--- src/rtl/rwff_pkg.sv ---
package rwff_pkg;

   // item kinds
   localparam logic [1:0] KIND_FRAME = 2'd0;
   localparam logic [1:0] KIND_OPEN  = 2'd1;
   localparam logic [1:0] KIND_CLOSE = 2'd2;

   // verdict codes
   localparam logic [1:0] VERDICT_OK     = 2'd0;
   localparam logic [1:0] VERDICT_DENIED = 2'd1;
   localparam logic [1:0] VERDICT_REPLAY = 2'd2;
   localparam logic [1:0] VERDICT_BADMSG = 2'd3;

   // legal total frame length, and payload size offset
   localparam logic [7:0] LEN_MIN = 8'd31;
   localparam logic [7:0] LEN_MAX = 8'd244;

   localparam logic [7:0] RESULT_EXTRA = 8'd2;

   localparam int COUNTER_W = 64;
   localparam int HIGHEST_W = 63;

   typedef struct packed {
      logic [1:0]           kind;
      logic [COUNTER_W-1:0] counter;
      logic [7:0]           frame_length;
      logic [7:0]           length_byte;
      logic                 id_match;
      logic                 mac_ok;
   } req_type;

   typedef struct packed {
      logic [1:0] verdict;
      logic [7:0] result_length;
   } rsp_type;

   // window control state; the bitmap travels separately (width follows a parameter)
   typedef struct packed {
      logic                 session_open;
      logic                 any_seen;
      logic [HIGHEST_W-1:0] highest;
   } win_state_type;

endpackage

--- src/rtl/rwff_check.sv ---
module rwff_check #(
   parameter int WINDOW_SIZE = 32
) (
   input  rwff_pkg::req_type       item,
   input  rwff_pkg::win_state_type st,
   input  logic [WINDOW_SIZE-1:0]  window,
   output rwff_pkg::rsp_type       result,
   output rwff_pkg::win_state_type st_nxt,
   output logic [WINDOW_SIZE-1:0]  window_nxt
);
   import rwff_pkg::*;

   localparam int IDX_W = (WINDOW_SIZE > 1) ? $clog2(WINDOW_SIZE) : 1;

   logic [HIGHEST_W-1:0]   cnt;
   logic [HIGHEST_W-1:0]   behind;
   logic [HIGHEST_W-1:0]   ahead;
   logic                   not_ahead;
   logic                   behind_far;
   logic                   ahead_far;
   logic [IDX_W-1:0]       bidx;
   logic [IDX_W-1:0]       aidx;
   logic                   denied;
   logic                   replay;
   logic                   bad_msg;
   logic                   bit_seen;
   logic [WINDOW_SIZE-1:0] win_shift;
   logic [WINDOW_SIZE-1:0] win_mark;

   assign cnt        = item.counter[HIGHEST_W-1:0];
   assign not_ahead  = (cnt <= st.highest);
   assign behind     = st.highest - cnt;
   assign ahead      = cnt - st.highest;
   assign behind_far = (behind >= HIGHEST_W'(WINDOW_SIZE));
   assign ahead_far  = (ahead >= HIGHEST_W'(WINDOW_SIZE));
   assign bidx       = behind[IDX_W-1:0];
   assign aidx       = ahead[IDX_W-1:0];

   assign bit_seen = behind_far ? 1'b1 : window[bidx];

   assign denied = !st.session_open || (item.frame_length < LEN_MIN)
                   || (item.frame_length > LEN_MAX) || !item.id_match
                   || item.counter[COUNTER_W-1];
   assign replay  = st.any_seen && not_ahead && bit_seen;
   assign bad_msg = !item.mac_ok || (item.length_byte != (item.frame_length - LEN_MIN));

   // window moves forward, or marks an older counter
   assign win_shift = (window << aidx) | WINDOW_SIZE'(1);
   assign win_mark  = window | (WINDOW_SIZE'(1) << bidx);

   always_comb begin
      st_nxt               = st;
      window_nxt           = window;
      result.verdict       = VERDICT_OK;
      result.result_length = '0;
      case (item.kind)
         KIND_FRAME: begin
            if (denied) begin
               result.verdict = VERDICT_DENIED;
            end else if (replay) begin
               result.verdict = VERDICT_REPLAY;
            end else if (bad_msg) begin
               result.verdict = VERDICT_BADMSG;
            end else begin
               result.result_length = item.length_byte + RESULT_EXTRA;
               st_nxt.any_seen      = 1'b1;
               if (!st.any_seen || !not_ahead) begin
                  st_nxt.highest = cnt;
                  window_nxt     = (!st.any_seen || ahead_far) ? WINDOW_SIZE'(1) : win_shift;
               end else begin
                  window_nxt = win_mark;
               end
            end
         end
         KIND_OPEN: begin
            st_nxt.session_open = 1'b1;
            st_nxt.any_seen     = 1'b0;
            st_nxt.highest      = '0;
            window_nxt          = '0;
         end
         KIND_CLOSE: begin
            st_nxt     = '0;
            window_nxt = '0;
         end
         default: begin
         end
      endcase
   end

endmodule

--- src/rtl/replay_window_frame_filter.sv ---
// Channel  | Ports                          | Direction | Moves
// ---------+--------------------------------+-----------+------------------------------
// request  | req_valid, req_ready, req_data | in        | one frame check or session op
// response | rsp_valid, rsp_ready, rsp_data | out       | verdict and result length
//
// One transfer accepted per cycle while the response side drains; a response passes through
// the input register, then the result register, and transfers from the result register.
// The window check and update for one item fits between the input and result registers.
// Synchronous active-high reset clears both valid flags, the session and the window.
// With rsp_ready low the result holds; req_ready drops only once the input register
// is full as well.
module replay_window_frame_filter #(
   parameter int WINDOW_SIZE = 32
) (
   input  logic              clock,
   input  logic              reset,
   input  logic              req_valid,
   output logic              req_ready,
   input  rwff_pkg::req_type req_data,
   output logic              rsp_valid,
   input  logic              rsp_ready,
   output rwff_pkg::rsp_type rsp_data
);
   import rwff_pkg::*;

   // input register stage
   logic    in_valid_ff;
   logic    in_valid_in;
   req_type in_data_ff;

   // result register stage
   logic    rsp_valid_ff;
   logic    rsp_valid_in;
   rsp_type rsp_data_ff;

   // window state
   win_state_type          st_ff;
   win_state_type          st_in;
   logic [WINDOW_SIZE-1:0] window_ff;
   logic [WINDOW_SIZE-1:0] window_in;

   // check results
   rsp_type                chk_rsp;
   win_state_type          chk_st;
   logic [WINDOW_SIZE-1:0] chk_window;

   logic advance;
   logic take;

   // item in the input register moves to the result register when that is free
   assign advance   = in_valid_ff && (!rsp_valid_ff || rsp_ready);
   assign req_ready = !in_valid_ff || advance;
   assign take      = req_valid && req_ready;

   assign in_valid_in  = take || (in_valid_ff && !advance);
   assign rsp_valid_in = advance || (rsp_valid_ff && !rsp_ready);

   rwff_check #(
      .WINDOW_SIZE (WINDOW_SIZE)
   ) u_check (
      .item       (in_data_ff),
      .st         (st_ff),
      .window     (window_ff),
      .result     (chk_rsp),
      .st_nxt     (chk_st),
      .window_nxt (chk_window)
   );

   // state commits only as the item leaves the input register
   assign st_in     = advance ? chk_st : st_ff;
   assign window_in = advance ? chk_window : window_ff;

   always_ff @(posedge clock) begin
      if (reset) begin
         in_valid_ff  <= 1'b0;
         rsp_valid_ff <= 1'b0;
         st_ff        <= '0;
         window_ff    <= '0;
      end else begin
         in_valid_ff  <= in_valid_in;
         rsp_valid_ff <= rsp_valid_in;
         st_ff        <= st_in;
         window_ff    <= window_in;
      end
   end

   // payload registers
   always_ff @(posedge clock) begin
      if (take) begin
         in_data_ff <= req_data;
      end
      if (advance) begin
         rsp_data_ff <= chk_rsp;
      end
   end

   assign rsp_valid = rsp_valid_ff;
   assign rsp_data  = rsp_data_ff;

   // newest accepted counter always has its own bit
   a_bit0_set: assert property (@(posedge clock) disable iff (reset)
      st_ff.any_seen |-> window_ff[0])
      else $error("window bit 0 clear while a frame has been seen");

   a_empty_window: assert property (@(posedge clock) disable iff (reset)
      !st_ff.any_seen |-> (window_ff == '0) && (st_ff.highest == '0))
      else $error("window not empty before first accepted frame");

   a_seen_needs_session: assert property (@(posedge clock) disable iff (reset)
      st_ff.any_seen |-> st_ff.session_open)
      else $error("frames seen without an open session");

   a_highest_monotonic: assert property (@(posedge clock) disable iff (reset)
      (st_ff.any_seen && $past(st_ff.any_seen)) |-> (st_ff.highest >= $past(st_ff.highest)))
      else $error("highest counter moved back");

   a_reject_no_length: assert property (@(posedge clock) disable iff (reset)
      (rsp_valid_ff && (rsp_data_ff.verdict != VERDICT_OK)) |-> (rsp_data_ff.result_length == '0))
      else $error("rejected frame carries a length");

endmodule
--- config.mk ---
export PLATFORM = sky130hd
export DESIGN_NAME = replay_window_frame_filter
export DESIGN_NICKNAME = d
export VERILOG_FILES = /design/src/rtl/rwff_pkg.sv /design/src/rtl/rwff_check.sv /design/src/rtl/replay_window_frame_filter.sv
export SDC_FILE = /design/constraint.sdc
export NUM_CORES = 1
export LEC_CHECK = 0
export BUFFER_PORTS_ARGS = -buffer_cell sky130_fd_sc_hd__buf_4
export CAP_MARGIN = 40
export CORE_ASPECT_RATIO = 1.5
export CORE_MARGIN = 4
export CORE_UTILIZATION = 50
export CTS_CLUSTER_DIAMETER = 50
export DETAILED_ROUTE_END_ITERATION = 12
export GPL_TIMING_DRIVEN = 0
export PLACE_DENSITY = 0.67
export SLEW_MARGIN = 20
export SYNTH_ARGS = -nofsm -noshare
export SYNTH_HDL_FRONTEND = slang
export SYNTH_SLANG_ARGS = --single-unit
--- constraint.sdc ---
create_clock -name clock -period 5.6 [get_ports clock]
set_input_delay 1.12 -clock clock [delete_from_list [all_inputs] [get_ports clock]]
set_output_delay 1.12 -clock clock [all_outputs]
set_load 0.02 [all_outputs]
Word-level counts from Yosys, hierarchy flattened

Index checks and enable logic that the tools add are counted.

Output and inout port bits: 12
Word-level logic and storage cells: 89
Register bits after elaboration: 193
Bits of input ports: 88

Shift-type cells: 2
Reduce and logical (&&, ||, !) cells: 35
Muxes and demuxes: 18
Magnitude comparators: 6
Eq/ne operators: 7
Bitwise logic cells: 2
$add $sub $neg: 4

Operator list:

| cell                                                               | number |
|---|---|
| 2-to-1 mux 64 bit                                                  | 3 |
| 2-to-1 mux 32 bit                                                  | 5 |
| one-hot mux 64 bit (2 select lines)                                | 1 |
| greater-or-equal comparator 63 x 6 -> 1 bit, second input constant | 2 |
| subtractor 63 bit                                                  | 2 |
| one-hot mux 32 bit (2 select lines)                                | 1 |
| <= comparator 63 bit                                               | 1 |
| 2-to-1 mux 63 bit                                                  | 1 |
| OR 32 bit                                                          | 1 |
| left shift 1 x 5 -> 32 bit, first input constant                   | 1 |
| left shift 32 x 5 -> 32 bit                                        | 1 |
| logical OR 1 bit                                                   | 11 |
| zero test 1 bit                                                    | 9 |
| adder 8 x 2 -> 8 bit, second input constant                        | 1 |
| > comparator 8 bit, second input constant                          | 1 |
| < comparator 8 x 5 -> 1 bit, second input constant                 | 1 |
| != test 8 bit                                                      | 1 |
| subtractor 8 x 5 -> 8 bit, second input constant                   | 1 |
| logical AND 1 bit                                                  | 6 |
| < comparator 5 x 6 -> 1 bit, second input constant                 | 1 |
| != test 2 bit, second input constant                               | 3 |
| AND reduction 6 bit                                                | 1 |
| binary-select mux 1 bit (select 5 bit)                             | 1 |
| AND reduction 5 bit                                                | 1 |
| 12 further kinds                                                   | 17 |

Logic depth before layout (Yosys ltp)

Gate-level depths: netlist of the first run.

Word-level depth: 9
Depth in mapped cells: 20
Gate-level depth less buffers: 17

Modules after synthesis

Synthesis of the first run repeated with hierarchy kept, for this count alone.

Cells, all modules: 2594
Area, all modules: 20597.3 um^2

Modules (own cells, without submodules):

| module                     | instances | area each (um^2) | cells each | seq. area each (um^2) |
|---|---|---|---|---|
| rwff_check                 | 1         | 13377.8          | 2070       | 0.0 |
| replay_window_frame_filter | 1         | 7219.4           | 524        | 4804.6 |

Least setup slack after synthesis of the first run

OpenSTA, ideal clock, no wires.

Path kind: register to register
From: reg in_data_ff[19] (netlist bit)
To: reg window_ff[28]
Library setup time: 0.067 ns
Stages on the path, launching flop included: 19
Buffers on the path: 3
Arrival: 4.784 ns
Setup slack: 0.749 ns
Clock period less this slack: 4.851 ns
Data required time: 5.533 ns
Cell sequence: edfxtp_1 > inv_1 > fa_1 > a21o_1 > a221o_2 > a21o_1 > a21oi_2 > xnor2_1 > or4_1 > or4b_1 > nor4_1 > and4_1 > a21oi_1 > or3_1 > buf_2 > or4_4 > buf_6 > buf_6 > o21ai_2

Word-level cells in the longest chain between the ends: 9
Elaborated cells on any way between the ends: 24
Classes of those cells: add/sub: 2; order compare: 3; eq/ne: 1; shift: 2; mux: 9; bitwise: 1; reduce/logical: 6

Ends and longest elaborated chain:

| what                                        | RTL line                         | text |
|---|---|---|
| start, declared                             | replay_window_frame_filter.sv:29 | `req_type in_data_ff;` |
| start signal, assigned                      | replay_window_frame_filter.sv:90 | `in_data_ff <= req_data;` |
| subtractor 63 bit                           | rwff_check.sv:33                 | `assign ahead = cnt - st.highest;` |
| greater-or-equal comparator 63 x 6 -> 1 bit | rwff_check.sv:35                 | `assign ahead_far = (ahead >= HIGHEST_W'(WINDOW_SIZE));` |
| logical OR 1 bit                            | rwff_check.sv:69                 | `window_nxt = (!st.any_seen \|\| ahead_far) ? WINDOW_SIZE'(1) : win_shift;` |
| 2-to-1 mux 32 bit                           | rwff_check.sv:69                 |  |
| 2-to-1 mux 32 bit                           | rwff_check.sv:67                 | `if (!st.any_seen \|\| !not_ahead) begin` |
| 2-to-1 mux 32 bit                           | rwff_check.sv:62                 | `end else if (bad_msg) begin` |
| 2-to-1 mux 32 bit                           | rwff_check.sv:60                 | `end else if (replay) begin` |
| 2-to-1 mux 32 bit                           | rwff_check.sv:58                 | `if (denied) begin` |
| one-hot mux 32 bit (2 select lines)         | rwff_check.sv:56                 | `case (item.kind)` |
| end signal, assigned                        | replay_window_frame_filter.sv:83 | `window_ff <= window_in;` |
| end, declared                               | replay_window_frame_filter.sv:39 | `logic [WINDOW_SIZE-1:0] window_ff;` |

Several ways; a longest one is shown, not always the timed one. The select of a mux whose other input is x is not followed.
A chain may end at the register's enable or synchronous reset.

Final worst setup path of the first run

From: reg in_data_ff[18] (netlist bit)
To: reg window_ff[31]

Same word-level chain as after synthesis.

==> results of run 1 <==
## path summary, 6_finish.rpt
check | start | endpoint | slack (ns)
max | in_data_ff[18] | window_ff[31] | 0.06
min reg2reg | st_ff[62] | st_ff[62] | 0.45
max reg2reg | in_data_ff[18] | window_ff[31] | 0.06
min | st_ff[62] | st_ff[62] | 0.45
## state kept, by name (all words and copies together) (netlist names)
register,cells
in_data_ff,84
st_ff,65
window_ff,32
rsp_data,10
in_valid_ff,1
rsp_valid,1
## timing repair
action / 4_1_cts / 5_1_grt
endpoints found under the setup margin: 94 / 91
buffers inserted: 6 / 12
pin swaps: 5 / 12
gates cloned: 0 / 0
gates resized for setup: 29 / 83
## power breakdown
part / internal [mW] / total [mW] / switching (mW)
clock: 0.634 / 1.36 / 0.731
sequential: 1.54 / 1.58 / 0.0438
combinational: 0.407 / 1.31 / 0.901
## area by class of cell
cell class,instances,area (um2),share of cell area
Clock buffer,17,425,0.0208
Clock inverter,15,229,0.0112
Sequential cell,193,4800,0.235
Buffer,132,554,0.0271
Tap cell,473,592,0.0289
Multi-Input combinational cell,1889,12300,0.599
Inverter,159,597,0.0291
Timing Repair Buffer,133,1020,0.0496
## metrics by stage
step            util  TNS [ns]  instances
2_1_floorplan      -         0       2377
3_3_place_gp   0.546   -148.96       2948
3_5_place_dp   0.550    -31.46       2963
4_1_cts        0.573         0       3000
5_1_grt        0.582     -1.40       3011
6_report       0.582         0       3011
## metal layers
metal | GRT usage | wire length, um
met4 | 0.311 | 8170
met3 | 0.0544 | 5130
met2 | 0.656 | 36200
met1 | 0.405 | 26300
met5 | 0 | 0
## placed cells by master (no fill, tap or decap), types with 17 or more instances in the layout
| master | n |
|---|---|
| a21oi_1 | 327 |
| nand2_1 | 258 |
| nor2_1 | 190 |
| inv_1 | 159 |
| o21ai_0 | 157 |
| ha_1 | 129 |
| buf_4 | 117 |
| nand3_1 | 107 |
| dfxtp_1 | 99 |
| edfxtp_1 | 94 |
| clkbuf_1 | 88 |
| nand4_1 | 62 |
| nor3_1 | 48 |
| xor2_1 | 48 |
| xnor2_1 | 47 |
| a21o_1 | 36 |
| mux2i_1 | 35 |
| a211oi_1 | 32 |
| o21bai_1 | 24 |
| o211ai_1 | 21 |
| and4_1 | 21 |
| a31oi_1 | 19 |
| clkbuf_2 | 18 |
| o21a_1 | 18 |
| clkbuf_16 | 17 |
## cell families after synthesis
| kind of cell | count (synthesis) |
|---|---|
| buffers and inverters | 295 |
| xor gates and xnor gates | 97 |
| muxes | 59 |
| adders and majority gates | 133 |
| and+or+nand+nor | 787 |
| DFF | 193 |
| AOI/OAI and AO/OA | 813 |
## worst min-delay path: stages (launching register included)
cell and delay (ns):
dfxtp_1 0.32, nand2_1 0.05, a21oi_1 0.05
==> impl_results.md, run 1 <==
- Final clock skew: 0.0274 ns
- Antenna Nets Post-Route: 0
- Overall fraction of global-route tracks in use: 0.378
- Clock latency of the later-clocked register in the worst-skew pair: 0.49 ns
- Die footprint: 38,900 um2
- Worst Path Class, Setup: register to register
- Number of max-cap violations: 0
- Port buffer count: 98
- Total vias in the final route: 19,800
- Number of warnings printed during yosys synthesis: 0
- Multiplexer area fraction after synthesis: 0.0422
- Core ar.: 35,200 um2
- Worst EP arrival: 5.95 ns
- Share of async-settable or async-resettable flops after synthesis: 0
- Arithmetic-cell share of the synthesized area counting full adders, half adders and majority gates: 0.0938
- Finished layout cell area: 20,500 um2
- Shortest period the worst path allows: 5.54 ns
- Number of register bits inferred by synthesis: 193
- Delay-heaviest family, CP: compound AO/OA/AOI/OAI gates
- Cell area after placement: 19,400 um2
- Clock Pin Slew Worst Setup and Hold Paths: 0.09 ns
- Vias per cell: 6.58
- Simple-gate portion of the synthesized area: 0.206
- Top cells by count, synth: 339 x a21oi_1, 258 x nand2_1, 191 x nor2_1, 170 x o21ai_0, 159 x inv_1
- Count of pins on the block boundary: 100
- Routability cong.: 1.12
- Half-perimeter wire length after placement: 61,400 um
- Effective utilization at floorplan: 0.508
- Leakage power summed over all cells: 7.61 nW
- Number of antenna repair diodes: 0
- Number of fill cells in the layout: 3,396
- Total number of nets in the final design: 2,746
- H-tree level count: 4
- Nature of the critical path startpoint: register
- Setup-failing EPs final: 0
- Final count of hold timing violations: 0
- Deepest clock path buffer count: 2
- Worst ir drop on vdd: 0.192 mV
- Netlist area before placement: 17,900 um2
- Area fraction in compound gates after synthesis: 0.279
- Site Rows: 84
- Detailed router's first-iteration violation count: 1,968
- Cells traversed along the worst timing path: inv_1, ha_1, inv_1, fa_1, a21o_1, a221oi_4, buf_4, o21a_1, o31ai_1, buf_2, a221oi_2, xor2_1, nand4_1, nor4_2, nand4_1, buf_2, o32a_1, or4_1, a21oi_1
- Required time of the critical path: 6.01 ns
- Total power consumption of the routed design: 4.25 mW
- Main combinational cell family by area after synthesis: compound AO/OA/AOI/OAI gates
- Proportion of netlist area held by the largest area contributor: 0.158
- Iteration count of the initial detailed-routing pass: 6
- Synth-to-Final Area Change: 14.5%
- Final Routed Wirelength: 75,800 um
- Transition time of the tightest slew-check pin: 0.909 ns
- Vias in the first global route: 19,100
- TritonCTS clock tree: done
- Final count of pins violating max slew: 0
- Result of the run: finished clean
- Die Y-Extent: 240 um
- Hold buffers post-CTS: 0
- Number of flops mapped to enable cells by yosys: 94
- Most instantiated library cell after synthesis: a21oi_1
- Final hold slack: 0.454 ns
- Wirelength per Cell: 25.2 um
- Die W: 162 um
- Post-route setup slack: 0.0606 ns
- Crit. End Element: register
- Top FF cell, synth: dfxtp_1
- Xor/xnor cell area share of the yosys netlist: 0.0475
- Synthesized Nets: 2,598
- Antenna violations before repair: 0
- Cells after synthesis: 2,377
- Hold Path Depth: 2
- Fraction of final layout cells with drive strength greater than 1: 0.113
- Peak per-stage delay on the critical path: 0.51 ns
- Stages on worst setup path: 19
- Slowest library cell on the worst path: edfxtp_1
- Largest area contributor in the netlist: edfxtp_1
- Power density over cell area: 208 nW/um2
- Total overflow reported by the global router: 0
- Count of unresolved DRC violations after routing: 0
- Highest clock rate: 181 MHz
- Share of the clock period used by the worst path: 0.989
- Number of distinct library cells after synthesis: 78
- Mean cell area of the mapped netlist: 7.53 um2
- Master cell of the clock root buffer: clkbuf_16
- Post-Place Setup Slack: -0.536 ns
- Inserted Clock Buffers: 17
- Post-synthesis sequential area ratio: 0.269
- Wire length of the first global-routing pass: 113,000 um
- Cell types occupying the most area after synthesis: edfxtp_1 16%, dfxtp_1 11%, a21oi_1 9.5%
- Pin count of the biggest net entering global routing: 49
- R2R cell count: 19
- WP buf/inv: 5
- Worst max-slew margin expressed relative to the limit: 0.392
- Maximum fanout count along the critical path: 10
- Hold WC Path Type: register to register
- Num Clock Sinks: 193
No activity file was read; power rests on OpenSTA's default activity.
==> run 2, diff against run 1 <==
RECOVER_POWER = 50   (was default)
==> run 2 against run 1 <==
  * The run now ends with max-capacitance violations, max-slew violations left
  * Wire length decreased by 0.38%
  * Critical path depth decreased by 1
  * Global-route usage unchanged
  * First-iteration DRC count decreased by 1.8%
==> impl_results.md, run 2 (synthesis results as in run 1) <==
- Die footprint: 38,900 um2 (unchanged)
- Highest clock rate: 180 MHz (-0.37%)
- Total power consumption of the routed design: 4.25 mW (-0.14%)
- Shortest period the worst path allows: 5.56 ns (+0.0206 ns)
- Port buffer count: 98 (unchanged)
- Register area: 4800 um2 (unchanged)
- Transition time of the tightest slew-check pin: 2.78 ns (+1.87 ns)
- Multi-input logic area: 12,300 um2 (about the same)
- Vias per cell: 6.57 (-0.10%)
- Cells traversed along the worst timing path: inv_1, ha_1, and4_1, and3_1, clkbuf_1, nand3_1, o221ai_4, nor2_1, o41ai_2, xnor2_1, a211oi_1, and4_4, a21oi_2, or3_1, buf_4, or4_4, clkbuf_2, o21ai_0
- Inserted Clock Buffers: 17 (unchanged)
- Nature of the critical path startpoint: register
- Detailed router's first-iteration violation count: 1,933 (-1.8%)
- Worst max-slew margin expressed relative to the limit: -0.854 (-1.25)
- Count of pins on the block boundary: 100 (unchanged)
- Site Rows: 84 (unchanged)
- Synth-to-Final Area Change: 14.3%
- Required time of the critical path: 5.99 ns (-0.02 ns)
- Register with the most flip-flops: in_data_ff
- Half-perimeter wire length after placement: 61,400 um (unchanged)
- Master cell of the clock root buffer: clkbuf_16
- Core ar.: 35,200 um2 (unchanged)
- Leakage power summed over all cells: 7.56 nW (-0.58%)
- Result of the run: complete, but fails checks
- Power density over cell area: 208 nW/um2 (about the same)
- Worst Path Class, Setup: register to register
- H-tree level count: 4 (unchanged)
- Count of unresolved DRC violations after routing: 0 (unchanged)
- Fraction of final layout cells with drive strength greater than 1: 0.111 (-0.00197)
- Total number of nets in the final design: 2,746 (unchanged)
- Wire length of the first global-routing pass: 113,000 um (unchanged)
- Most common cell after layout, fill and taps aside: a21oi_1
- Iteration count of the initial detailed-routing pass: 6 (unchanged)
- Failing checks: max-capacitance violations, max-slew violations
- Finished layout cell area: 20,400 um2 (-0.21%)
- Hold WC Path Type: register to register
- Crit. End Element: register
- Regs by FF count: in_data_ff x84, st_ff x65, window_ff x32
- Max FFs per register: 84 (unchanged)
- Vias in the first global route: 19,100 (unchanged)
- TritonCTS clock tree: done
- Share of the clock period used by the worst path: 0.993 (+0.00369)
- Total vias in the final route: 19,800 (-0.10%)
- Pin count of the biggest net entering global routing: 49 (unchanged)
- Cell area after placement: 19,400 um2 (unchanged)
- Final count of hold timing violations: 0 (unchanged)
- Worst reg2reg path startpoint: in_data_ff[41]
- Clock latency of the later-clocked register in the worst-skew pair: 0.49 ns (about the same)
- Die W: 162 um (unchanged)
- Worst EP arrival: 5.95 ns (about the same)
- Final count of pins violating max slew: 38 (+38)
- Effective utilization at floorplan: 0.508 (unchanged)
- Antenna violations before repair: 0 (unchanged)
- Most frequent cells in the layout: 327 x a21oi_1, 258 x nand2_1, 190 x nor2_1
- Number of max-cap violations: 1 (+1)
- Maximum fanout count along the critical path: 10 (unchanged)
- Hold buffers post-CTS: 0 (unchanged)
- Slowest library cell on the worst path: ha_1
- Routability cong.: 1.12 (unchanged)
- Overall fraction of global-route tracks in use: 0.378 (unchanged)
- Die Y-Extent: 240 um (unchanged)
- Number of fill cells in the layout: 3,402 (+0.18%)
- Hold wc startpoint: st_ff[62]
- Clock Pin Slew Worst Setup and Hold Paths: 0.08 ns (about the same)
- Wirelength per Cell: 25.1 um (-0.38%)
- Num Clock Sinks: 193 (unchanged)
- Setup-failing EPs final: 0 (unchanged)
- Number of antenna repair diodes: 0 (unchanged)
- Deepest clock path buffer count: 2 (unchanged)
- Total overflow reported by the global router: 0 (unchanged)
- Launching element of the worst setup path: in_data_ff[41]
- Worst ir drop on vdd: 0.192 mV (-0.25%)
- Final clock skew: 0.0276 ns (+0.000205 ns)
- Final Routed Wirelength: 75,500 um (-0.38%)
- Peak per-stage delay on the critical path: 0.58 ns (+0.07 ns)
- Antenna Nets Post-Route: 0 (unchanged)
-- run 2: changes by cell type in the layout (fill, tap and decap cells not counted) --
cell and change:
and2_0 +1, buf_4 -86, and2_4 -1, clkbuf_1 +4, buf_16 -1, clkbuf_4 +83, buf_6 -1, clkbuf_2 +1
-- run 2: report_power, final --
part / internal [mW] / switching [mW] / leakage, nW / total [mW]
Combinational: 0.400 / 0.898 / 5.53 / 1.30
Clock: 0.634 / 0.733 / 0.315 / 1.37
Sequential: 1.54 / 0.0438 / 1.71 / 1.58
Total: 2.57 / 1.67 / 7.56 / 4.25
-- run 2: layout make-up --
cell class | instances | share of cell area
plain buffers | 132 | 0.0271
inverters | 159 | 0.0292
clock inverters | 15 | 0.0112
multi-input cells | 1889 | 0.600
well taps | 473 | 0.0289
flip-flops and latches | 193 | 0.235
clock buffers | 17 | 0.0208
repair buffers | 133 | 0.0477
-- run 2: repair_timing --
item	in CTS	in global routing
setup buffers	6	12
pin swaps	5	12
resized for setup	29	83
hold endpoints to repair	0	0
endpoints found under the setup margin	94	91
-- run 2: path summary, 6_finish.rpt --
| path | end | slack (ns) | cells past startpoint |
|---|---|---|---|
| max | window_ff[26] | 0.04 | 18 |
| min | st_ff[62] | 0.45 | 2 |
| max reg2reg | window_ff[26] | 0.04 | 18 |
| min reg2reg | st_ff[62] | 0.45 | 2 |
-- run 2: metal layers --
metal / track usage / wire, um / up-vias
li1: - / - / 9004
met1: 0.405 / 26300 / 9219
met2: 0.656 / 36300 / 1167
met3: 0.0544 / 5050 / 388
met4: 0.311 / 7850 / 0
met5: 0 / 0 / -
-- run 2: critical path, delay by kind of cell (launching register included) --
| kind | cells | cell delay, ns |
|---|---|---|
| simple gates | 7 | 2.19 |
| compound gates | 5 | 1.44 |
| buf+inv | 4 | 0.73 |
| fa+ha+maj | 1 | 0.58 |
| flops | 1 | 0.37 |
| xor+xnor | 1 | 0.14 |
-- run 2: through the flow --
stage / worst slack, ns / hold WS [ns] / std cells / util / TNS, ns
after floorplan: 0.749 / 0.432 / 2377 / - / 0
after global placement: -2.24 / 0.438 / 2948 / 0.546 / -148.96
after detailed placement: -0.536 / 0.445 / 2963 / 0.550 / -31.46
after CTS: 0.00101 / 0.456 / 3000 / 0.573 / 0
after global routing: -0.117 / 0.489 / 3011 / 0.581 / -1.40
final: 0.0399 / 0.454 / 3011 / 0.581 / 0
